File: config.mk
export PLATFORM = sky130hd
export DESIGN_NAME = grp_offset
export DESIGN_NICKNAME = d
export VERILOG_FILES = /design/src/sv/assert_macros.svh /design/src/sv/grp_pkg.sv /design/src/sv/grp_offset.sv
export SDC_FILE = /design/constraint.sdc
export NUM_CORES = 1
export LEC_CHECK = 0
export BUFFER_PORTS_ARGS = -buffer_cell sky130_fd_sc_hd__buf_2
export CORE_AREA = 2 2 187 189
export DETAILED_ROUTE_END_ITERATION = 12
export DIE_AREA = 0 0 189 191
export PLACE_DENSITY = 0.62
export SETUP_SLACK_MARGIN = 0.15
export SLEW_MARGIN = 20
export SYNTH_ARGS = -nofsm -noshare
export SYNTH_HDL_FRONTEND = slang
export SYNTH_SLANG_ARGS = --single-unit
File: constraint.sdc
create_clock -name clock -period 8.3 [get_ports clock]
set_clock_uncertainty 0.05 [all_clocks]
set_input_delay 2.49 -clock clock [delete_from_list [all_inputs] [get_ports clock]]
set_output_delay 2.49 -clock clock [all_outputs]
set_load 0.02 [all_outputs]
File: src/sv/assert_macros.svh
// Assertion helpers shared by the point rotation block.
`ifndef ASSERT_MACROS_SVH
`define ASSERT_MACROS_SVH

// Concurrent check that is switched off while reset is high.
`define GRP_ASSERT(lbl, clk, rst, prop, msg) \
   lbl: assert property (@(posedge clk) disable iff (rst) prop) else $error(msg);

// Concurrent check that also holds across reset.
`define GRP_ASSERT_ALWAYS(lbl, clk, prop, msg) \
   lbl: assert property (@(posedge clk) prop) else $error(msg);

`endif

File: src/sv/grp_pkg.sv
// ----------------------------------------------------------------------------
// grp_pkg
// Shared types, constants and helpers for the grain region point rotation.
// ----------------------------------------------------------------------------
`default_nettype none

package grp_pkg;

   // Default widths of the datapath
   localparam int COORD_WIDTH_DEF = 28;
   localparam int FRAC_BITS_DEF   = 16;
   localparam int ID_WIDTH_DEF    = 20;

   // Fixed field widths
   localparam int TYPE_WIDTH = 4;
   localparam int LEN_WIDTH  = 27;
   localparam int RSQ_WIDTH  = 56;
   localparam int TRIG_WIDTH = 18;

   // X, y or sphere-mode z offsets of magnitude 2^LIM_BITS+ are outside the grain
   localparam int LIM_BITS = 28;

   // Register port
   localparam int CSR_ADDR_WIDTH = 6;
   localparam int CSR_DATA_WIDTH = 64;
   localparam int CSR_INDEX_LSB  = 3;

   localparam logic signed [TRIG_WIDTH-1:0] COS_RESET = 18'sh10000;
   localparam logic signed [TRIG_WIDTH-1:0] SIN_RESET = 18'sh00000;

   typedef enum logic [2:0] {
      REG_BOX_LEN_X       = 3'd0,
      REG_BOX_LEN_Y       = 3'd1,
      REG_BOX_LEN_Z       = 3'd2,
      REG_GRAIN_RADIUS_SQ = 3'd3,
      REG_COS_ANGLE       = 3'd4,
      REG_SIN_ANGLE       = 3'd5,
      REG_SPHERE_MODE     = 3'd6
   } reg_index_type;

   typedef struct packed {
      logic [LEN_WIDTH-1:0]         box_len_x;
      logic [LEN_WIDTH-1:0]         box_len_y;
      logic [LEN_WIDTH-1:0]         box_len_z;
      logic [RSQ_WIDTH-1:0]         grain_radius_sq;
      logic signed [TRIG_WIDTH-1:0] cos_angle;
      logic signed [TRIG_WIDTH-1:0] sin_angle;
      logic                         sphere_mode;
   } cfg_type;

   // Width of a centred offset: position minus half box length, exactly
   function automatic int offset_width(input int cw);
      return ((cw > LEN_WIDTH) ? cw : LEN_WIDTH) + 1;
   endfunction

   // Half box length, dropping the low bit
   function automatic logic [LEN_WIDTH-2:0] half_len(input logic [LEN_WIDTH-1:0] len);
      return len[LEN_WIDTH-1:1];
   endfunction

endpackage

`default_nettype wire

File: src/sv/grp_offset.sv
// ----------------------------------------------------------------------------
// grp_offset
// First stage: move each position to box-centred offsets.
// ----------------------------------------------------------------------------
`default_nettype none

module grp_offset
   import grp_pkg::*;
#(
   parameter int COORD_WIDTH = COORD_WIDTH_DEF,
   parameter int ID_WIDTH    = ID_WIDTH_DEF
) (
   input  wire logic                          clock,
   input  wire logic                          reset,
   input  cfg_type                            cfg,
   input  wire logic                          in_valid,
   output logic                               in_ready,
   input  wire logic        [ID_WIDTH-1:0]    in_id,
   input  wire logic        [TYPE_WIDTH-1:0]  in_type,
   input  wire logic signed [COORD_WIDTH-1:0] in_x,
   input  wire logic signed [COORD_WIDTH-1:0] in_y,
   input  wire logic signed [COORD_WIDTH-1:0] in_z,
   output logic                               out_valid,
   input  wire logic                          out_ready,
   output logic        [ID_WIDTH-1:0]         out_id,
   output logic        [TYPE_WIDTH-1:0]       out_type,
   output logic signed [COORD_WIDTH-1:0]      out_x,
   output logic signed [COORD_WIDTH-1:0]      out_y,
   output logic signed [COORD_WIDTH-1:0]      out_z,
   output logic signed [offset_width(COORD_WIDTH)-1:0] out_dx,
   output logic signed [offset_width(COORD_WIDTH)-1:0] out_dy,
   output logic signed [offset_width(COORD_WIDTH)-1:0] out_dz
);

   localparam int DW = offset_width(COORD_WIDTH);

   logic                          valid_ff;
   logic        [ID_WIDTH-1:0]    id_ff;
   logic        [TYPE_WIDTH-1:0]  type_ff;
   logic signed [COORD_WIDTH-1:0] x_ff, y_ff, z_ff;
   logic signed [DW-1:0]          dx_ff, dy_ff, dz_ff;
   logic signed [DW-1:0]          dx_in, dy_in, dz_in;

   // Subtract half the box length on each axis
   assign dx_in = DW'(in_x) - $signed(DW'(half_len(cfg.box_len_x)));
   assign dy_in = DW'(in_y) - $signed(DW'(half_len(cfg.box_len_y)));
   assign dz_in = DW'(in_z) - $signed(DW'(half_len(cfg.box_len_z)));

   assign in_ready = !valid_ff || out_ready;

   // Advance the valid flag
   always_ff @(posedge clock) begin
      if (reset) begin
         valid_ff <= 1'b0;
      end else if (in_ready) begin
         valid_ff <= in_valid;
      end
   end

   // Load the request payload
   always_ff @(posedge clock) begin
      if (in_valid && in_ready) begin
         id_ff   <= in_id;
         type_ff <= in_type;
         x_ff    <= in_x;
         y_ff    <= in_y;
         z_ff    <= in_z;
         dx_ff   <= dx_in;
         dy_ff   <= dy_in;
         dz_ff   <= dz_in;
      end
   end

   assign out_valid = valid_ff;
   assign out_id    = id_ff;
   assign out_type  = type_ff;
   assign out_x     = x_ff;
   assign out_y     = y_ff;
   assign out_z     = z_ff;
   assign out_dx    = dx_ff;
   assign out_dy    = dy_ff;
   assign out_dz    = dz_ff;

endmodule

`default_nettype wire

-- Word-level counts from Yosys, hierarchy flattened
Index checks and enable logic that the tools add are counted.
- bits in registers: 196
- output and inout bits: 197
- logic and storage cells: 15
- input bits: 286
- $add $sub $neg: 3
- reduce and logical (&&, ||, !) cells: 3
- operators with widths (cell ; number):
    28-bit by 27-bit subtractor with 29-bit output ; 3
    1-bit logical AND ; 1
    1-bit logical NOT ; 1
    1-bit logical OR ; 1

-- Depth between registers and ports, before layout
Gate-level depths: netlist of run 1.
- word-level depth: 3
- depth in mapped cells: 10
- gate-level depth less buffers: 10

-- Least setup slack after synthesis of run 1
No wires, ideal clock.
- path kind: input to register
- start point: input out_ready
- end point: register dx_ff[0] (netlist: out_dx[0]) (enable)
- path buffers: 0
- stages: 2
- setup time: 0.579 ns
- data arrival time: 7.234 ns
- path slack: 0.438 ns
- data required time: 7.671 ns
- cells stage by stage: nand2b_1 -> and2_1
- longest elaborated chain between the ends: 2
- RTL lines (what ; line ; source):
    start: declaration ; grp_offset.sv:24 ; input wire logic out_ready,
    1-bit logical OR ; grp_offset.sv:49 ; assign in_ready = !valid_ff || out_ready;
    1-bit logical AND ; grp_offset.sv:62 ; if (in_valid && in_ready) begin
    end signal: assignment ; grp_offset.sv:68 ; dx_ff <= dx_in;
    end: declaration ; grp_offset.sv:41 ; logic signed [DW-1:0] dx_ff, dy_ff, dz_ff;
No other way between the ends.
A chain may end at the register's enable or synchronous reset.

-- Final worst setup path of run 1
- start point: input out_ready
- end point: output in_ready
- longest elaborated chain between the ends: 1
- RTL lines (what ; line ; source):
    1-bit logical OR ; grp_offset.sv:49 ;
    end: declaration ; grp_offset.sv:17 ; output logic in_ready,
No other way between the ends.

==> key figures, run 1 <==
Run status
  – Status: completed

Yosys
  – XOR/XNOR Fraction of Synth Area: roughly 4.9%
  – Leading area contributor after synthesis: edfxtp_1
  – Mapped Nets: approximately 1.3k
  – Post-Syn Area per Cell: 11.54 um^2
  – Synth Cell Area: around 0.011 mm^2
  – Yosys reg bits: 196
  – Syn Inst Count: 922
  – Top-area cell type share of the netlist area: between 50% and 60%
  – Sequential share of the synthesized area: 55.21%
  – Count of cell types in the netlist: 60
  – Compound-gate portion of the synthesized area: 16.80%
  – Mux contribution to synthesized area: 0%
  – Yosys warns: 0
  – Most frequently used flop master after synthesis: edfxtp_1
  – Post-synth top cells: edfxtp_1 (195), inv_1 (116), ha_1 (78)
  – Count leader, synth: edfxtp_1
  – Synth area leaders: edfxtp_1 (55%), ha_1 (9.2%), inv_1 (4.1%), a21oi_1 (3.6%), xnor2_1 (3.5%)
  – Async SR Flop Fraction: 0%
  – Area share of fa/ha/maj cells after synthesis: 9.735%
  – Post-synth EDFFs: approximately 200
  – Largest family of logic cells by synthesized area: compound AO/OA/AOI/OAI gates
  – Synth Area in Simple Gates: 8.536%

STA
  – Final Max Slew Viols: 0
  – Period utilization: 65.67%
  – Final setup viols: 0
  – Max-slew headroom: 28.55%
  – Final hold violations: 0
  – Minimum clock period: ~5.5 ns
  – Fin Setup TNS: 0 ns
  – Slew @ Worst Pin: 1.058 ns
  – RSZ-0062 raised after global routing: no
  – FMAX: roughly 180 MHz

Finish
  – Area Growth Syn to Fin: 28.65%
  – Layout cells sized above 1: 32.65%
  – Fin cells: 1783
  – Final net count: around 1.7k

Detailed routing
  – Initial DRC Count: 496
  – Vias: roughly 8.5k
  – Total Wirelength: approximately 30 mm
  – Via density per instance: 4.779
  – DR DRC count: 0
  – DRT antenna net count: 0
  – Detailed Routing Iterations Pass 1: 4
  – WL/cell: 16.61 um

Worst setup path
  – Critical Path Sink Type: output pin
  – Levels on crit path: 3
  – CP Cell Sequence: buf_2 > nand2b_1 > buf_2
  – CP Capture Point: in_ready
  – Critical path required time: ~5.8 ns
  – Cell mode on critical path: buf_2
  – Worst EP arrival: 2.91 ns
  – WS Path Type: input port to output pin
  – CP max stage delay: 0.17 ns
  – Delay-heaviest family, CP: buffers and inverters
  – R2R Setup Slk: approximately 5.8 ns
  – CP max-delay cell: buf_2
  – R2R Path End: out_dy[2]
  – Buffers & Inverters on Critical Path: 2
  – R2R depth: 3
  – Crit path from: out_ready
  – Worst reg2reg path startpoint: out_valid
  – CP Launch Type: input port
  – Worst-path maximum fanout: 3

GRT
  – First-pass GRT wire length: 44.77 mm
  – Largest net degree at the start of global routing: 72
  – Antenna violations before repair: 6
  – Total gr overflow: 0
  – Vias in the first global route: 8300
  – Total GRT Usage: 16.04%

Floorplanning
  – Die height: 191 um
  – Starting Density: a little under a third
  – Die area: ~0.036 mm^2
  – Num ports: 483
  – Die Width: 189 um
  – Core Area: 0.03412 mm^2
  – Cell Rows: 68

Power and ir drop
  – Pleak: 0.006145 uW
  – Comb power frac: between 20% and 30%
  – VDD IR max: 135.0 uV
  – Switching Power: 848.5 uW
  – Clock power frac: 31.0%
  – Internal: approximately 1900 uW
  – Register share of total power: 45.0%
  – Switching share of total power: ~31%
  – Power density over the cells: 199.3 mW/mm^2

Clocking
  – Num CTS Buffers: 17
  – Reg clk slew, reported paths: 0.08 ns
  – CTS tree: done
  – Clock root cell: clkbuf_16
  – Clk_lat worst skew: ~0.45 ns
  – Clock Sinks: 196
  – Post-CTS setup buffers: 0
  – Cts hold-fix bufs: 0
  – # H-tree levels: 4
  – Resized Gates After CTS: 0
  – Clock Path Buffers: 2

Placed design
  – Routability cong.: approximately 0.85
  – PortBufs: 386
  – Cells after DPL: 1746
  – Hpwl dp: 23.64 mm

Flow run
  – Max-cap violations: 0

Worst hold path
  – Worst min path class: register to register
[cell type report]
cell class | count | area (um^2)
Fill cell | 3347 | 20430
Tap cell | 455 | 569.3
Clock inverter | 15 | 165.2
Clock buffer | 17 | 425.4
Antenna cell | 5 | 12.51
Timing Repair Buffer | 388 | 1947
Sequential cell | 196 | 5876
Inverter | 116 | 435.4
Multi-Input combinational cell | 591 | 4260
[sequential cells by signal (all words and copies together) (netlist names)]
signal and flops:
out_dx 29, out_dy 29, out_dz 29, out_id 20, out_type 4, out_valid 1, out_x 28, out_y 28
out_z 28
[cells in the final DEF (no fill, tap or decap), drive strengths merged, types with 4 or more instances in the layout]
cell and n:
a21oi 77, o31ai 7, a41oi 4, a2111oi 4, o21ai 46, and3 7
a21o 37, or2 4, edfxtp 195, buf 388, xnor2 42, o31a 4
clkinv 4, nor2 47, o21a 14, ha 78, o21bai 9, inv 123
nand2 43, clkbuf 17, xor2 18, o311ai 4, nand4 11, a31oi 11
a211o 6, nand2b 9, o211ai 9, nand3 15, a211oi 9, nor3 14
nor2b 15, diode 5
[power groups by stage]
stage	logic, uW	registers [uW]	clock network (uW)
global placement	650	1250	0
CTS	659	1230	873
finish	656	1230	845
floorplan	315	1370	0
global route	719	1240	903
detailed placement	657	1250	0
[worst reg2reg max path, stage by stage, from the launching register on]
cell and delay (ns):
dfxtp_1 0.32, nand2b_1 0.10, and2_4 0.70, buf_4 0.87
[how the worst min path moves through the flow]
stage                    from   endpoint  cells past startpoint  slack (ns)
floorplan           out_valid  out_valid                      2        0.68
global placement    out_valid  out_valid                      2        0.45
detailed placement  out_valid  out_valid                      2        0.47
CTS                 out_valid  out_valid                      2        0.48
global route        out_valid  out_valid                      2        0.54
finish              out_valid  out_valid                      2        0.48
[routing by layer]
layer / share of wire (%) / global-route usage (%) / vias to the layer above
met2: 49 / 26.67 / 279
met3: 5.3 / 2.956 / 29
li1: - / - / 4197
met4: 1.7 / 6.310 / 0
met1: 44 / 20.68 / 4016
met5: 0 / 0 / -
[logic make-up after synthesis]
kind of cell    after synthesis
compound gates              267
xor+xnor                     60
fa+ha+maj                    81
buf+inv                     135
flops                       196
simple gates                183
[stage by stage]
stage	total power [uW]	util (%)	instance area, um^2	setup slack (ns)	hold slack (ns)
CTS	2761	40.09	13680	2.852	0.4819
global placement	1897	38.36	13090	2.859	0.4500
detailed placement	1907	38.36	13090	2.853	0.4697
global route	2859	40.13	13690	2.810	0.5389
floorplan	1689	-	10640	0.4377	0.6790
finish	2728	40.13	13690	2.849	0.4837
(Power assumes the default switching activity.)
==> run 2, diff against run 1 <==
- CORE_AREA: 2 2 187 189 -> 2 2 186 188
- DIE_AREA: 0 0 189 191 -> 0 0 188 190
- PLACE_DENSITY: 0.62 -> 0.65
- clock period: 8.3 -> 4.55 ns (I/O delays scaled with it)
==> run 2 against run 1 <==
Net effect:
- final cell count increased by 0.17%
- worst setup slack worse by 2.0 ns
- largest power group unchanged
- clock power up 82%
- wire length decreased by 2.3%
- sequential power up 82%
- via count is 0.26% lower
- register-to-register slack lost 3.1 ns
- highest routed layer is now met5
- global-route usage is 0.23 points lower
- critical endpoint is now out_dx[26]
- combinational power increased by 83%
- sequential share of layout area fell by 0.13 points
==> key figures, run 2 (synthesis gave the netlist of run 1 again) <==
Run status
  – Status: completed

Finish
  – Final net count: 1681 (+0.24%)
  – Filler Cells Inserted: 3356 (+0.27%)
  – Most common cell after layout, fill and taps aside: buf_2
  – Commonest cells after routing, fill and taps aside: buf_2 (386), edfxtp_1 (195), inv_1 (116)
  – Area Growth Syn to Fin: 29.03%
  – Area of the multi-input gates: 0.004260 mm^2 (unchanged)
  – Layout cells sized above 1: 32.73% (+0.077 points)
  – Fin cells: 1786 (+0.17%)
  – FF/Latch Area: 0.005876 mm^2 (unchanged)

Worst setup path
  – Critical path required time: 4.69 ns (-1.07 ns)
  – Worst-path maximum fanout: 4 (+1)
  – Worst EP arrival: 3.82 ns (+0.91 ns)
  – CP Launch Type: input port
  – WS Path Type: input port to register
  – Critical Path Sink Type: register

Detailed routing
  – Via density per instance: 4.759 (-0.43%)
  – WL/cell: 16.20 um (-2.5%)
  – Initial DRC Count: 401 (-19%)
  – Vias: 8499 (-0.26%)
  – DRT antenna net count: 0 (unchanged)
  – DR DRC count: 0 (unchanged)
  – Total Wirelength: 28.94 mm (-2.3%)
  – Detailed Routing Iterations Pass 1: 5 (+1)

Placed design
  – Routability cong.: 0.8355 (-1.7%)
  – Cells after DPL: 1750 (+0.23%)
  – Hpwl dp: 23.19 mm (-1.9%)
  – PortBufs: 386 (unchanged)

GRT
  – First-pass GRT wire length: 43.57 mm (-2.7%)
  – Total GRT Usage: 15.80% (-0.23 points)
  – Largest net degree at the start of global routing: 74 (+2.8%)
  – Antenna violations before repair: 7 (+1)
  – Vias in the first global route: 8029 (-3.3%)
  – Total gr overflow: 0 (unchanged)

Floorplanning
  – Core Area: 0.03395 mm^2 (-0.50%)
  – Starting Density: 31.35% (+0.16 points)
  – Die area: 0.03572 mm^2 (-1.0%)
  – Die height: 190 um (-0.52%)
  – Die Width: 188 um (-0.53%)
  – Cell Rows: 68 (unchanged)
  – Num ports: 483 (unchanged)

STA
  – Period utilization: 80.85%
  – Slew @ Worst Pin: 0.6392 ns (-0.4186 ns)
  – Final Max Slew Viols: 0 (unchanged)
  – RSZ-0062 raised after global routing: no
  – Fin Setup TNS: 0 ns (unchanged)
  – Final hold violations: 0 (unchanged)
  – FMAX: 271.8 MHz
  – Max-slew headroom: 57.39% (+29 points)
  – Final setup viols: 0 (unchanged)
  – Minimum clock period: roughly 3.7 ns

Clocking
  – Reg clk slew, reported paths: 0.07 ns (about the same)
  – Post-CTS setup buffers: 0 (unchanged)
  – Cts hold-fix bufs: 0 (unchanged)
  – Num CTS Buffers: 17 (unchanged)
  – CTS tree: done
  – # H-tree levels: 4 (unchanged)
  – Clk_lat worst skew: 0.44 ns (about the same)
  – Clock Sinks: 196 (unchanged)
  – Resized Gates After CTS: 0 (unchanged)
  – Clock root cell: clkbuf_16
  – Clock Path Buffers: 2 (unchanged)

Worst hold path
  – Worst min path class: register to register

Flow run
  – Max-cap violations: 0 (unchanged)

Power and ir drop
  – Pleak: 0.006169 uW (+0.39%)
  – VDD IR max: 259.5 uV (+92%)
  – Power density over the cells: 362.8 mW/mm^2 (+82%)
run 2: worst max-delay path: stages:
cell	delay [ns]
buf_2	0.09
inv_1	0.04
ha_1	0.20
fa_1	0.41
nor2b_1	0.17
o31a_1	0.22
o211ai_1	0.16
o21ai_0	0.38
a41oi_1	0.33
o211ai_1	0.32
o21ai_0	0.13
run 2: metrics by stage:
step | utilization (%) | area (um^2) | setup WS, ns | power, uW | hold slack [ns]
2_1_floorplan | - | 10640 | 0.9208 | 3066 | 0.6873
3_5_place_dp | 38.71 | 13140 | 0.4297 | 3482 | 0.4673
6_report | 40.45 | 13730 | 0.8711 | 4982 | 0.4741
5_1_grt | 40.43 | 13730 | 0.6568 | 5213 | 0.5191
4_1_cts | 40.41 | 13720 | 0.9062 | 5038 | 0.4788
3_3_place_gp | 38.71 | 13140 | 0.4761 | 3461 | 0.4439
run 2: routing by layer:
layer	global-route usage, %	part of all wire (%)	vias up
li1	-	-	4195
met1	19.15	42	3986
met2	26.88	50	286
met3	4.501	6.3	28
met4	5.572	1.6	4
met5	0	0.079	-
run 2: worst paths after layout:
kind	start	endpoint	slack (ns)	cells past startpoint
worst min register to register	out_valid	out_valid	0.47	2
worst min-delay path	out_valid	out_valid	0.47	2
worst max register to register	out_valid	out_id[12]	2.68	3
worst max-delay path	in_x[0]	out_dx[26]	0.87	11
run 2: power by group:
part	internal [uW]	switching, uW	leakage (uW)	total (uW)
Combinational	451	751	0.00400	1200
Sequential	2200	37.4	0.00189	2240
Clock	817	725	0.000278	1540
Total	3470	1510	0.00617	4980
run 2: final cells by class:
type | instances | share of cell area (%)
Sequential cell | 196 | 42.79
Multi-Input combinational cell | 591 | 31.03
Timing Repair Buffer | 392 | 14.58
Tap cell | 455 | 4.146
Inverter | 116 | 3.171
Clock buffer | 18 | 3.126
Clock inverter | 13 | 1.066
Antenna cell | 5 | 0.09112
