**config.mk**
```make
export PLATFORM = sky130hd
export DESIGN_NAME = grp_csr
export DESIGN_NICKNAME = d
export VERILOG_FILES = /design/src/sv/grp_pkg.sv /design/src/sv/grp_csr.sv
export VERILOG_INCLUDE_DIRS = /design/src /design/src/sv
export SDC_FILE = /design/constraint.sdc
export NUM_CORES = 1
export LEC_CHECK = 0
export ABC_CLOCK_PERIOD_IN_PS = 2620
export BUFFER_PORTS_ARGS = -buffer_cell sky130_fd_sc_hd__buf_2
export CORE_MARGIN = 8
export CORE_UTILIZATION = 54
export CTS_BUF_LIST = sky130_fd_sc_hd__clkbuf_16
export DETAILED_ROUTE_END_ITERATION = 8
export HOLD_SLACK_MARGIN = 0.05
export PLACE_DENSITY = 0.86
export SLEW_MARGIN = 20
export SYNTH_ARGS = -nofsm -noshare
export SYNTH_HDL_FRONTEND = slang
export SYNTH_SLANG_ARGS = --single-unit
```
**constraint.sdc**
```tcl
create_clock -name clock -period 2.62 [get_ports clock]
set_input_delay 0.131 -clock clock [delete_from_list [all_inputs] [get_ports clock]]
set_output_delay 0.131 -clock clock [all_outputs]
set_load 0.01 [all_outputs]
```
**src/sv/assert_macros.svh**
```systemverilog
// Assertion helpers shared by the point rotation block.
`ifndef ASSERT_MACROS_SVH
`define ASSERT_MACROS_SVH

// Concurrent check that is switched off while reset is high.
`define GRP_ASSERT(lbl, clk, rst, prop, msg) \
   lbl: assert property (@(posedge clk) disable iff (rst) prop) else $error(msg);

// Concurrent check that also holds across reset.
`define GRP_ASSERT_ALWAYS(lbl, clk, prop, msg) \
   lbl: assert property (@(posedge clk) prop) else $error(msg);

`endif

```
**src/sv/grp_pkg.sv**
```systemverilog
// ----------------------------------------------------------------------------
// grp_pkg
// Shared types, constants and helpers for the grain region point rotation.
// ----------------------------------------------------------------------------
`default_nettype none

package grp_pkg;

   // Default widths of the datapath
   localparam int COORD_WIDTH_DEF = 28;
   localparam int FRAC_BITS_DEF   = 16;
   localparam int ID_WIDTH_DEF    = 20;

   // Fixed field widths
   localparam int TYPE_WIDTH = 4;
   localparam int LEN_WIDTH  = 27;
   localparam int RSQ_WIDTH  = 56;
   localparam int TRIG_WIDTH = 18;

   // X, y or sphere-mode z offsets of magnitude 2^LIM_BITS+ are outside the grain
   localparam int LIM_BITS = 28;

   // Register port
   localparam int CSR_ADDR_WIDTH = 6;
   localparam int CSR_DATA_WIDTH = 64;
   localparam int CSR_INDEX_LSB  = 3;

   localparam logic signed [TRIG_WIDTH-1:0] COS_RESET = 18'sh10000;
   localparam logic signed [TRIG_WIDTH-1:0] SIN_RESET = 18'sh00000;

   typedef enum logic [2:0] {
      REG_BOX_LEN_X       = 3'd0,
      REG_BOX_LEN_Y       = 3'd1,
      REG_BOX_LEN_Z       = 3'd2,
      REG_GRAIN_RADIUS_SQ = 3'd3,
      REG_COS_ANGLE       = 3'd4,
      REG_SIN_ANGLE       = 3'd5,
      REG_SPHERE_MODE     = 3'd6
   } reg_index_type;

   typedef struct packed {
      logic [LEN_WIDTH-1:0]         box_len_x;
      logic [LEN_WIDTH-1:0]         box_len_y;
      logic [LEN_WIDTH-1:0]         box_len_z;
      logic [RSQ_WIDTH-1:0]         grain_radius_sq;
      logic signed [TRIG_WIDTH-1:0] cos_angle;
      logic signed [TRIG_WIDTH-1:0] sin_angle;
      logic                         sphere_mode;
   } cfg_type;

   // Width of a centred offset: position minus half box length, exactly
   function automatic int offset_width(input int cw);
      return ((cw > LEN_WIDTH) ? cw : LEN_WIDTH) + 1;
   endfunction

   // Half box length, dropping the low bit
   function automatic logic [LEN_WIDTH-2:0] half_len(input logic [LEN_WIDTH-1:0] len);
      return len[LEN_WIDTH-1:1];
   endfunction

endpackage

`default_nettype wire

```
**src/sv/grp_csr.sv**
```systemverilog
// ----------------------------------------------------------------------------
// grp_csr
// Configuration registers behind a simple APB-style write/read port.
// ----------------------------------------------------------------------------
`default_nettype none
`include "assert_macros.svh"

module grp_csr
   import grp_pkg::*;
(
   input  wire logic                      clock,
   input  wire logic                      reset,
   input  wire logic                      psel,
   input  wire logic                      penable,
   input  wire logic                      pwrite,
   input  wire logic [CSR_ADDR_WIDTH-1:0] paddr,
   input  wire logic [CSR_DATA_WIDTH-1:0] pwdata,
   output logic      [CSR_DATA_WIDTH-1:0] prdata,
   output logic                           pready,
   output cfg_type                        cfg
);

   cfg_type       cfg_ff;
   cfg_type       cfg_in;
   reg_index_type idx;
   logic          wr_en;

   assign idx    = reg_index_type'(paddr[CSR_ADDR_WIDTH-1:CSR_INDEX_LSB]);
   assign wr_en  = psel && penable && pwrite;
   assign pready = 1'b1;
   assign cfg    = cfg_ff;

   // Decode the write into the next register image; unknown slots are dropped
   always_comb begin
      cfg_in = cfg_ff;
      if (wr_en) begin
         case (idx)
            REG_BOX_LEN_X:       cfg_in.box_len_x       = pwdata[LEN_WIDTH-1:0];
            REG_BOX_LEN_Y:       cfg_in.box_len_y       = pwdata[LEN_WIDTH-1:0];
            REG_BOX_LEN_Z:       cfg_in.box_len_z       = pwdata[LEN_WIDTH-1:0];
            REG_GRAIN_RADIUS_SQ: cfg_in.grain_radius_sq = pwdata[RSQ_WIDTH-1:0];
            REG_COS_ANGLE:       cfg_in.cos_angle       = $signed(pwdata[TRIG_WIDTH-1:0]);
            REG_SIN_ANGLE:       cfg_in.sin_angle       = $signed(pwdata[TRIG_WIDTH-1:0]);
            REG_SPHERE_MODE:     cfg_in.sphere_mode     = pwdata[0];
            default:             cfg_in = cfg_ff;
         endcase
      end
   end

   // Hold the registers
   always_ff @(posedge clock) begin
      if (reset) begin
         cfg_ff.box_len_x       <= '0;
         cfg_ff.box_len_y       <= '0;
         cfg_ff.box_len_z       <= '0;
         cfg_ff.grain_radius_sq <= '0;
         cfg_ff.cos_angle       <= COS_RESET;
         cfg_ff.sin_angle       <= SIN_RESET;
         cfg_ff.sphere_mode     <= 1'b0;
      end else begin
         cfg_ff <= cfg_in;
      end
   end

   // Read back the addressed register
   always_comb begin
      case (idx)
         REG_BOX_LEN_X:       prdata = CSR_DATA_WIDTH'(cfg_ff.box_len_x);
         REG_BOX_LEN_Y:       prdata = CSR_DATA_WIDTH'(cfg_ff.box_len_y);
         REG_BOX_LEN_Z:       prdata = CSR_DATA_WIDTH'(cfg_ff.box_len_z);
         REG_GRAIN_RADIUS_SQ: prdata = CSR_DATA_WIDTH'(cfg_ff.grain_radius_sq);
         REG_COS_ANGLE:
            prdata = {{(CSR_DATA_WIDTH-TRIG_WIDTH){1'b0}}, cfg_ff.cos_angle};
         REG_SIN_ANGLE:
            prdata = {{(CSR_DATA_WIDTH-TRIG_WIDTH){1'b0}}, cfg_ff.sin_angle};
         REG_SPHERE_MODE:     prdata = CSR_DATA_WIDTH'(cfg_ff.sphere_mode);
         default:             prdata = '0;
      endcase
   end

   `GRP_ASSERT(a_cos_write, clock, reset, (wr_en && idx == REG_COS_ANGLE) |=> (cfg_ff.cos_angle == $past(pwdata[TRIG_WIDTH-1:0])), "cosine write lost")

endmodule

`default_nettype wire

```
After elaboration in Yosys (flattened, before gate mapping)
Cells that the tools add are included.
- multiplexer cells: 1
- reductions and logical operators: 10
- equal/unequal tests: 6
- operators by type and width (operator ; count):
    one-hot mux 56 bit (7 select lines) ; 1
    AND reduction 2 bit ; 7
    == test 3 bit, second input constant ; 3
    == test 3 x 2 -> 1 bit, second input constant ; 2
    == test 3 x 1 -> 1 bit, second input constant ; 1
    zero test 3 bit ; 1
    logical AND 1 bit ; 2
- flip-flop bits (word level): 174
- bits of input ports: 75

Longest topological paths before layout
Gate-level depths: netlist of the first run.
- depth after elaboration: 3
- mapped depth: 7
- mapped depth without buffers: 3

Worst setup path before layout of the first run
OpenSTA, ideal clock, no wires.
- kind: in2out
- start point: input port paddr[3]
- end point: output port prdata[1]
- arrival time: 1194 ps
- stages on the path: 6
- path slack: 1295 ps
- required time: 2489 ps
- cells stage by stage: buf_6 -> buf_2 -> buf_2 -> mux2i_1 -> nor2_1 -> a221o_1
- word-level cells in the longest chain between the ends: 2
- elaborated cells on any way between the ends: 8
- classes of those cells: 6 x eq/ne; 1 x mux; 1 x reduce/logical
- ends and longest elaborated chain (item ; line ; RTL):
    start: declaration ; grp_csr.sv:16 ; input wire logic [CSR_ADDR_WIDTH-1:0] paddr,
    == test 3 bit, or another cell as far along ; grp_csr.sv:67 ; case (idx)
    one-hot mux 56 bit (7 select lines) (*) ; grp_csr.sv:67 ;
    end: declaration ; grp_csr.sv:18 ; output logic [CSR_DATA_WIDTH-1:0] prdata,
Mark *: on every way between the ends. The rest lies on a longest branch, timed or not.

Final worst setup path of the first run
- start point: input port paddr[5]
- end point: output port prdata[12]
Same word-level chain as after synthesis.

==> run metrics, run 1 <==
dominant delay contributor by cell family on the critical path=simple AND/OR/NAND/NOR gates; die area=0.0199 mm2; DRT antenna net count=0; max_cap viols=0; Final Net Count=about 1200; Worst Tran Pin Value=about 0.8 ns; ys flop type=dfxtp_1; max reg flops=between 150 and 200; clock-pin slew on the worst setup and hold paths=0.06 ns; IO Pins=~310; initial antenna violation count=3; most frequent cells in the layout=buf_2 (292), dfxtp_1 (174), nand2b_1 (147); status=finished clean; FMAX=roughly 560 MHz; Horiz. Die Dim=between 100 and 150 um; Lkg Pwr=roughly 0.0058 uW; count of pins over their slew limit=0; vias in the first global route=slightly above 8000; critical path endpoint category=primary output; pre-CTS setup slack=between 0.7 and 0.8 ns; core box area=between 0.015 and 0.02 mm2; Tmin final=between 1.5 and 2 ns; Post-synth EDFFs=0; first-pass iteration count of the detailed router=5; dpl hpwl=~20000 um; Slowest-stage cell, CP=nor2b_1; GP Congestion=between 0.8 and 0.9; Iter 0 DRT Violations=~530; worst skew pair latency=approximately 0.42 ns; Synth Instances=approximately 860; Initial Utilization=0.554; Via density=approximately 5.7; cts hold-fix bufs=56; post-synth top area share=0.412; Buffers on Ports=293; largest net degree at the start of global routing=70; CTS root buf=clkbuf_16; area leader, netlist=dfxtp_1; register bit count reported by yosys=roughly 170; Worst EP required=about 2.5 ns; post_cts resized=0; Worst Hold Class=in -> reg; Slew HR=0.465; H-tree depth=4; Vias=between 7000 and 8000; Tcrit/Tclk final=0.683; top cells by area, synth=dfxtp_1 (41%), mux2i_1 (16%), nand2b_1 (11%), nand3_1 (3.5%), a21bo_2 (3.4%); power density cells=539 mW/mm2; sequential fraction of the synthesis area=0.412; WL/cell=about 21 um; Hold Slack=approximately 0.20 ns; first-pass GRT wire length=45700 um; number of remaining DRC errors=0; WS Path Type=in -> out; crit-path max cell delay=about 0.59 ns; Num CTS Buffers=17; async set-reset flop share out of synthesis=0; Post-Syn Area=0.00846 mm2; crit-path max FO=25; Worst Path Arrival=between 1.5 and 2 ns; cells along the critical path=buf_2 > buf_4 > nor2b_1 > a22oi_1 > a21oi_1 > buf_2; Ys Warns=0; post-route total power=around 6000 uW; setup violators final=0; Avg Cell Area, Syn=9.86 um2; area grow syn2layout=32.0%; Yosys cell types=34; WL final=~30000 um; CTS tree=built; total track usage=0.291; unrepaired setup endpoints after global routing=false; R2R Setup Slk=between 1.5 and 2 ns; worst path buffer plus inverter count=3; row count=45; share of cells above drive strength 1=0.351; clk_skew=0 ns; setup TNS=0 ns; Critical Path Source Type=input pin; Final Hold Fails=0; CTS Sinks=between 150 and 200; DIE HEIGHT=141 um; most used cell, CP=buf_2; global route overflow=0; worst setup margin=~0.83 ns; Clock Tree Buf Depth=2; VDD IR max=a little over 800 uV; most common cell after layout, fill and taps aside=buf_2; post-CTS setup buffer count=0
-- layout make-up --
class                      instances  area, um2
tap                              211        264
clock buffer                      17        425
fill                            1065       4090
inverter                           5       18.8
multi-input combinational        598       4510
sequential                       174       3480
timing repair buffer             368       2230
clock inverter                    15        228
antenna                            3       7.51
-- metrics by stage --
step	utilization	area (um2)	cells
after global placement	0.652	9950	1300
after detailed placement	0.652	9950	1300
final	0.732	11200	1391
after global routing	0.732	11200	1390
after CTS	0.732	11200	1388
after floorplan	-	8490	865
-- power by group --
part	switching (uW)	total (uW)	leakage, uW	internal [uW]
clock network	1060	2830	0.000330	1770
logic	288	509	0.00405	221
registers	16.1	2680	0.00140	2660
-- worst paths after layout --
check,startpoint,endpoint,cells past startpoint
min reg2reg,cfg[170],cfg[170],2
max reg2reg,cfg[77],cfg[77],2
max,paddr[5],prdata[12],6
min,reset,cfg[132],2
-- synth_stat cells, types with 6 or more instances --
cell type	count
dfxtp_1	174
a21bo_2	29
a22oi_1	14
a21oi_1	58
buf_6	6
buf_2	16
buf_4	26
a221o_1	6
and2_1	10
o22ai_1	7
nand2b_1	147
clkbuf_1	37
nand3_1	60
nor2_1	7
mux4_2	10
o21ai_0	30
and3_1	29
mux2_2	23
mux2i_1	134
-- cell families (layout without fill, tap and decap cells) --
logic type / after synthesis / after routing / synth area share
buf+inv: 93 / 405 / 0.0605
simple gates: 270 / 270 / 0.192
flops: 174 / 174 / 0.412
mux: 167 / 167 / 0.216
other cells: 2 / 12 / 0.000888
compound gates: 152 / 152 / 0.119
-- layer usage --
layer  GRT usage  routed length [um]
met1       0.322               11400
met2       0.497               14600
met3      0.0969                2740
met4       0.133                 995
met5           0                   7
Power figures use the tool's default switching activity.
==> run 2, diff against run 1 <==
ABC_AREA = 1   (was default)
ABC_CLOCK_PERIOD_IN_PS = 1700   (was 2620)
CORE_UTILIZATION = 50   (was 54)
PLACE_DENSITY = 0.81   (was 0.86)
clock period = 1.7 ns   (was 2.62 ns; I/O delays follow)
==> run 2 against run 1 <==
Against the previous run:
- clock-buffer cell count is the same
- core utilization is 7.0 points lower
- critical path depth decreased by 1
- synthesized cell count rose by 65%
- sequential power grew 56%
- via count grew 22%
- clock power increased by 31%
- register-to-register slack got worse by 0.72 ns
==> run metrics, run 2 <==
dominant delay contributor by cell family on the critical path=simple AND/OR/NAND/NOR gates; RR Endpoint=cfg[69]; first-pass iteration count of the detailed router=7 (+2); Final Net Count=1779 (+44%); Post-Syn Area=0.00862 mm2 (+1.9%); Synth Instances=1412 (+65%); GP Congestion=0.878 (+8.1%); area leader, netlist=dfxtp_1; H-tree depth=4 (unchanged); sequential fraction of the synthesis area=0.404 (-0.00782); Ys Warns=0 (unchanged); FMAX=between 600 and 700 MHz; share of cells above drive strength 1=0.216 (-0.135); max reg flops=174 (unchanged); Clk pwr share=0.422 (-0.048); Worst Hold Class=in -> reg; ys flop type=dfxtp_1; mux contribution to synthesized area=0 (-0.216); Lkg Pwr=0.00592 uW (+2.3%); Initial Utilization=0.506 (-0.0488); most frequent cells in the layout=nand2_1 (433), nor2_1 (399), buf_2 (293); Post-Synth Adder-Cell Area=0 (unchanged); Worst Reg-to-Reg Cells=2 (unchanged); status=finished clean; Yosys cell types=18 (-47%); register bit count reported by yosys=174 (unchanged); largest net degree at the start of global routing=64 (-8.6%); WS Path Type=reg -> out; count of pins over their slew limit=0 (unchanged); fillers=1509 (+42%); clock-pin slew on the worst setup and hold paths=0.06 ns (about the same); WL final=30400 um (+2.1%); WL/cell=15.7 um (-27%); Tcrit/Tclk final=0.897; die area=0.0217 mm2 (+8.9%); worst path buffer plus inverter count=1 (-2); vias in the first global route=9189 (+12%); Pint=6600 uW (+42%); CTS Sinks=174 (unchanged); most common cell after layout, fill and taps aside=nand2_1; cells along the critical path=nand4_1 > nand2_1 > nor2_1 > nand2_1 > buf_2; CTS tree=built; global route overflow=0 (unchanged); Vias=9688 (+22%); Switching Share=0.250 (+0.0243); Post-synth EDFFs=0 (unchanged); dpl hpwl=21300 um (+8.9%); row count=48 (+6.7%); CTS root buf=clkbuf_16; max_cap viols=0 (unchanged); Avg Cell Area, Syn=6.11 um2 (-38%); VDD IR max=712 uV (-12%); Net Sw Power=2200 uW (+62%); Worst Path Arrival=1.44 ns (-0.22 ns); post-synth top area share=0.404 (-0.00782); post-route total power=8800 uW (+46%); post-layout util=0.662 (-0.0705); total track usage=0.273 (-0.0180); setup violators final=0 (unchanged); WHS Path Cells=5 (+3); Via density=4.99 (-13%); DIE HEIGHT=147 um (+4.4%); Slowest-stage cell, CP=dfxtp_1; Final Hold Fails=0 (unchanged); combinational power share=0.104 (+0.019); crit-path max cell delay=0.32 ns (-0.27 ns); core box area=0.0171 mm2 (+12%); power density cells=780 mW/mm2 (+45%); IO Pins=314 (unchanged); Synth top cells by count=nand2_1 (433), nor2_1 (400), dfxtp_1 (174); critical path endpoint category=primary output; Tmin final=1.53 ns; Buffers on Ports=293 (unchanged); Num CTS Buffers=17 (unchanged); setup TNS=0 ns (unchanged); critical path depth in cells=5 (-1); crit-path max FO=3 (-88%); unrepaired setup endpoints after global routing=false; number of remaining DRC errors=0 (unchanged); Horiz. Die Dim=147 um (+4.4%); worst r2r src=cfg[69]; post-synthesis xor/xnor area fraction=0 (unchanged); R2R Setup Slk=1.01 ns (-0.72 ns); worst skew pair latency=0.42 ns (about the same); Iter 0 DRT Violations=641 (+22%); Seq pwr share=0.474 (+0.029); most used cell, CP=nand2_1; Worst EP required=1.62 ns (-0.87 ns); hold-critical path endpoint=cfg[2]; Hold Crit Start=pwdata[1]; first-pass GRT wire length=47800 um (+4.6%); Critical Path Source Type=flop; Synth Area in Compound Gates=0.000580 (-0.119); placed instance count=1871 (+44%); initial antenna violation count=1 (-2); top cells by area, synth=dfxtp_1 (40%), nand2_1 (19%), nor2_1 (17%), nand3_1 (7.9%), inv_1 (5.4%); DRT antenna net count=0 (unchanged); async set-reset flop share out of synthesis=0 (unchanged); simple-gate share of the synthesized area=0.479 (+0.287); area grow syn2layout=30.8%; most common cell in the netlist=nand2_1; Clock Tree Buf Depth=2 (unchanged); main combinational cell family by area after synthesis=simple AND/OR/NAND/NOR gates; clk_skew=0 ns (unchanged); final cell count without fillers=1943 (+40%)
-- run 2: final cells by class --
class,count,area (um2),share of cell area
Antenna cell,1,2.50,0.000222
Clock buffer,17,425,0.0377
Clock inverter,15,131,0.0116
Inverter,127,479,0.0425
Multi-Input combinational cell,1021,4180,0.370
Sequential cell,174,3480,0.309
Tap cell,225,282,0.0249
Timing Repair Buffer,363,2300,0.204
-- run 2: repair_timing --
item	CTS	global route
buffers inserted	0	0
gates resized for setup	0	0
hold endpoints to repair	61	0
hold buffers	39	0
-- run 2: per-stage QoR --
stage / worst slack [ns] / hold slack (ns) / cell area [um2]
3_5_place_dp: 0.269 / 0.320 / 10300
5_1_grt: 0.117 / 0.110 / 11300
6_report: 0.175 / 0.0921 / 11300
4_1_cts: 0.209 / 0.0746 / 11300
3_3_place_gp: 0.309 / 0.312 / 10300
2_1_floorplan: 0.559 / 0.211 / 8650
-- run 2: how the worst max path moves through the flow --
stage               startpoint          to
floorplan             paddr[4]  prdata[24]
global route           cfg[38]   prdata[1]
finish                  cfg[2]   prdata[1]
global placement      paddr[3]   prdata[4]
detailed placement    paddr[3]     cfg[23]
CTS                     cfg[2]   prdata[1]
-- run 2: worst register-to-register path, stage by stage, from the launching register on --
cell and delay (ns):
dfxtp_1 0.33, nor2_1 0.16, nor2_1 0.09
-- run 2: logic make-up (layout without fill, tap and decap cells) --
logic type | count (synthesis) | count (layout)
buf+inv | 224 | 522
flops | 174 | 174
simple gates | 1011 | 1011
other cells | 2 | 10
compound gates | 1 | 1
-- run 2: routing by layer --
| metal | GRT usage | part of all wire | vias up |
|---|---|---|---|
| met3 | 0.0732 | 0.092 | 84 |
| met4 | 0.136 | 0.042 | 0 |
| li1 | - | - | 4814 |
| met1 | 0.300 | 0.38 | 4310 |
| met2 | 0.477 | 0.49 | 480 |
| met5 | 0 | 0 | - |
-- run 2: power groups by stage --
stage / clock network [uW] / registers [uW] / logic [uW]
2_1_floorplan: 0 / 4280 / 491
3_3_place_gp: 0 / 4260 / 813
3_5_place_dp: 0 / 4260 / 827
4_1_cts: 3780 / 4170 / 899
5_1_grt: 3960 / 4180 / 998
6_report: 3720 / 4170 / 912
==> run 3, diff against run 2 <==
ABC_AREA = default   (was 1)
ABC_CLOCK_PERIOD_IN_PS = default   (was 1700)
CORE_MARGIN = default   (was 8)
==> run 3 against run 2 <==
Against the previous run:
- wire length down 12%
- combinational power down 11%
- clock power increased by 7.0%
- largest cell class unchanged
- power rose by 1.4%
- clock skew is the same
- global-route usage grew 2.9 points
==> run metrics, run 3 (same netlist as run 1, synthesis figures left out) <==
initial antenna violation count=1 (unchanged); Lkg Pwr=0.00587 uW (-0.79%); clock-pin slew on the worst setup and hold paths=0.07 ns (about the same); vias in the first global route=7549 (-18%); dominant delay contributor by cell family on the critical path=multiplexers; GP Congestion=0.835 (-4.8%); critical path endpoint category=primary output; Num CTS Buffers=17 (unchanged); core box area=0.0165 mm2 (-3.1%); setup TNS=0 ns (unchanged); R2R Setup Slk=0.44 ns (-0.57 ns); CTS tree=built; IO Pins=314 (unchanged); FMAX=598 MHz (-8.8%); Initial Utilization=0.512 (+0.00635); WS Path Type=reg -> out; dpl hpwl=17800 um (-16%); worst r2r src=cfg[143]; worst skew pair latency=0.42 ns (about the same); WL final=26700 um (-12%); Iter 0 DRT Violations=427 (-33%); worst path buffer plus inverter count=1 (unchanged); Worst Tran Pin Value=0.547 ns; Worst EP required=1.62 ns (about the same); first-pass GRT wire length=41200 um (-14%); most frequent cells in the layout=buf_2 (291), dfxtp_1 (171), nand2b_1 (147); Worst Reg-to-Reg Cells=3 (+1); status=finished clean; Tcrit/Tclk final=0.984 (+0.0866); largest net degree at the start of global routing=94 (+47%); DIE HEIGHT=132 um (-10%); Vias=7787 (-20%); die area=0.0174 mm2 (-20%); Final Hold Fails=0 (unchanged); max_cap viols=0 (unchanged); multi-input logic area=0.00451 mm2 (+7.9%); clk_skew=0 ns (unchanged); cells along the critical path=mux4_2 > mux2_4 > buf_6; VDD IR max=724 uV (+1.6%); Slew HR=0.635; Final Net Count=1261 (-29%); global route overflow=0 (unchanged); Horiz. Die Dim=132 um (-10%); critical path depth in cells=3 (-2); RR Endpoint=cfg[143]; WL/cell=18.8 um (+20%); power density cells=786 mW/mm2 (+0.80%); Worst Path Arrival=1.59 ns (+0.15 ns); Worst Setup EP=prdata[0]; max reg flops=174 (unchanged); unrepaired setup endpoints after global routing=true; final cell count without fillers=1419 (-27%); setup violators final=0 (unchanged); CTS Sinks=174 (unchanged); number of remaining DRC errors=0 (unchanged); crit-path max cell delay=0.44 ns (+0.12 ns); total track usage=0.302 (+0.0288); DRT antenna net count=0 (unchanged); share of cells above drive strength 1=0.364 (+0.148); Slowest-stage cell, CP=mux4_2; placed instance count=1329 (-29%); H-tree depth=4 (unchanged); CTS root buf=clkbuf_16; crit path from=cfg[147]; storage element area=0.00349 mm2 (+0.11%); Buffers on Ports=293 (unchanged); fillers=1259 (-17%); Tmin final=1.67 ns (+0.147 ns); crit-path max FO=3 (unchanged); first-pass iteration count of the detailed router=7 (unchanged); count of pins over their slew limit=0 (unchanged); Critical Path Source Type=flop; Worst Hold Class=in -> reg; area grow syn2layout=34.1%; most common cell after layout, fill and taps aside=buf_2; row count=47 (-2.1%); Clock Tree Buf Depth=2 (unchanged); Via density=5.49 (+10%)
[run 3: changes by cell type in the layout (fill, tap and decap cells not counted), moves of 27 or more]
cell and delta:
o21ai_0 +29, nor2_1 -392, a21bo_2 +29, nand4_1 -27
a21oi_1 +58, inv_1 -120, nand3_1 -76, mux2i_1 +134
nand2b_1 +147, nand2_1 -429, and3_1 +29
[run 3: worst register-to-register path, delay by kind of cell, from the launching register on]
kind,cells,cell delay [ns]
compound gates,2,0.27
buf+inv,1,0.57
flops,1,0.37
[run 3: cell type report]
| type | instances | share of cell area |
|---|---|---|
| Antenna cell | 1 | 0.000221 |
| Clock buffer | 17 | 0.0375 |
| Clock inverter | 14 | 0.0148 |
| Inverter | 5 | 0.00165 |
| Multi-Input combinational cell | 598 | 0.398 |
| Sequential cell | 174 | 0.307 |
| Tap cell | 220 | 0.0243 |
| Timing Repair Buffer | 390 | 0.217 |
[run 3: power breakdown]
group,switching [uW],internal (uW),total (uW)
combinational,444,370,813
sequential,24.0,4110,4130
clock,1670,2310,3980
total,2140,6790,8920
[run 3: worst min path at each step]
stage | start | cells after the start | slack (ns) | endpoint
after floorplan | pwdata[27] | 2 | 0.23 | cfg[64]
after global placement | pwdata[54] | 3 | 0.34 | cfg[91]
after detailed placement | pwdata[54] | 3 | 0.34 | cfg[91]
after CTS | reset | 2 | 0.05 | cfg[141]
after global routing | reset | 2 | 0.07 | cfg[141]
final | reset | 2 | 0.07 | cfg[141]
[run 3: routing by layer]
metal	track usage	vias to the layer above	wire, um
met5	0	-	0
met2	0.532	332	13400
met3	0.0604	58	1730
met1	0.355	3744	10800
met4	0.129	0	792
li1	-	3653	-
[run 3: what timing repair did]
action,CTS,global route
setup endpoints to repair,1,1
endpoints found under the hold margin,101,0
gates resized for setup,5,0
hold buffers,57,0
setup buffers,1,0
pin swaps,0,0
[run 3: per-stage QoR]
stage | power [uW] | setup slack (ns) | area (um2) | util | hold slack [ns]
floorplan | 4650 | 0.467 | 8490 | - | 0.232
global placement | 4910 | 0.147 | 10200 | 0.615 | 0.335
CTS | 8950 | 0.00798 | 11300 | 0.686 | 0.0533
global route | 9190 | -0.00694 | 11300 | 0.687 | 0.0713
finish | 8920 | 0.0277 | 11300 | 0.687 | 0.0673
detailed placement | 4910 | 0.139 | 10200 | 0.615 | 0.342
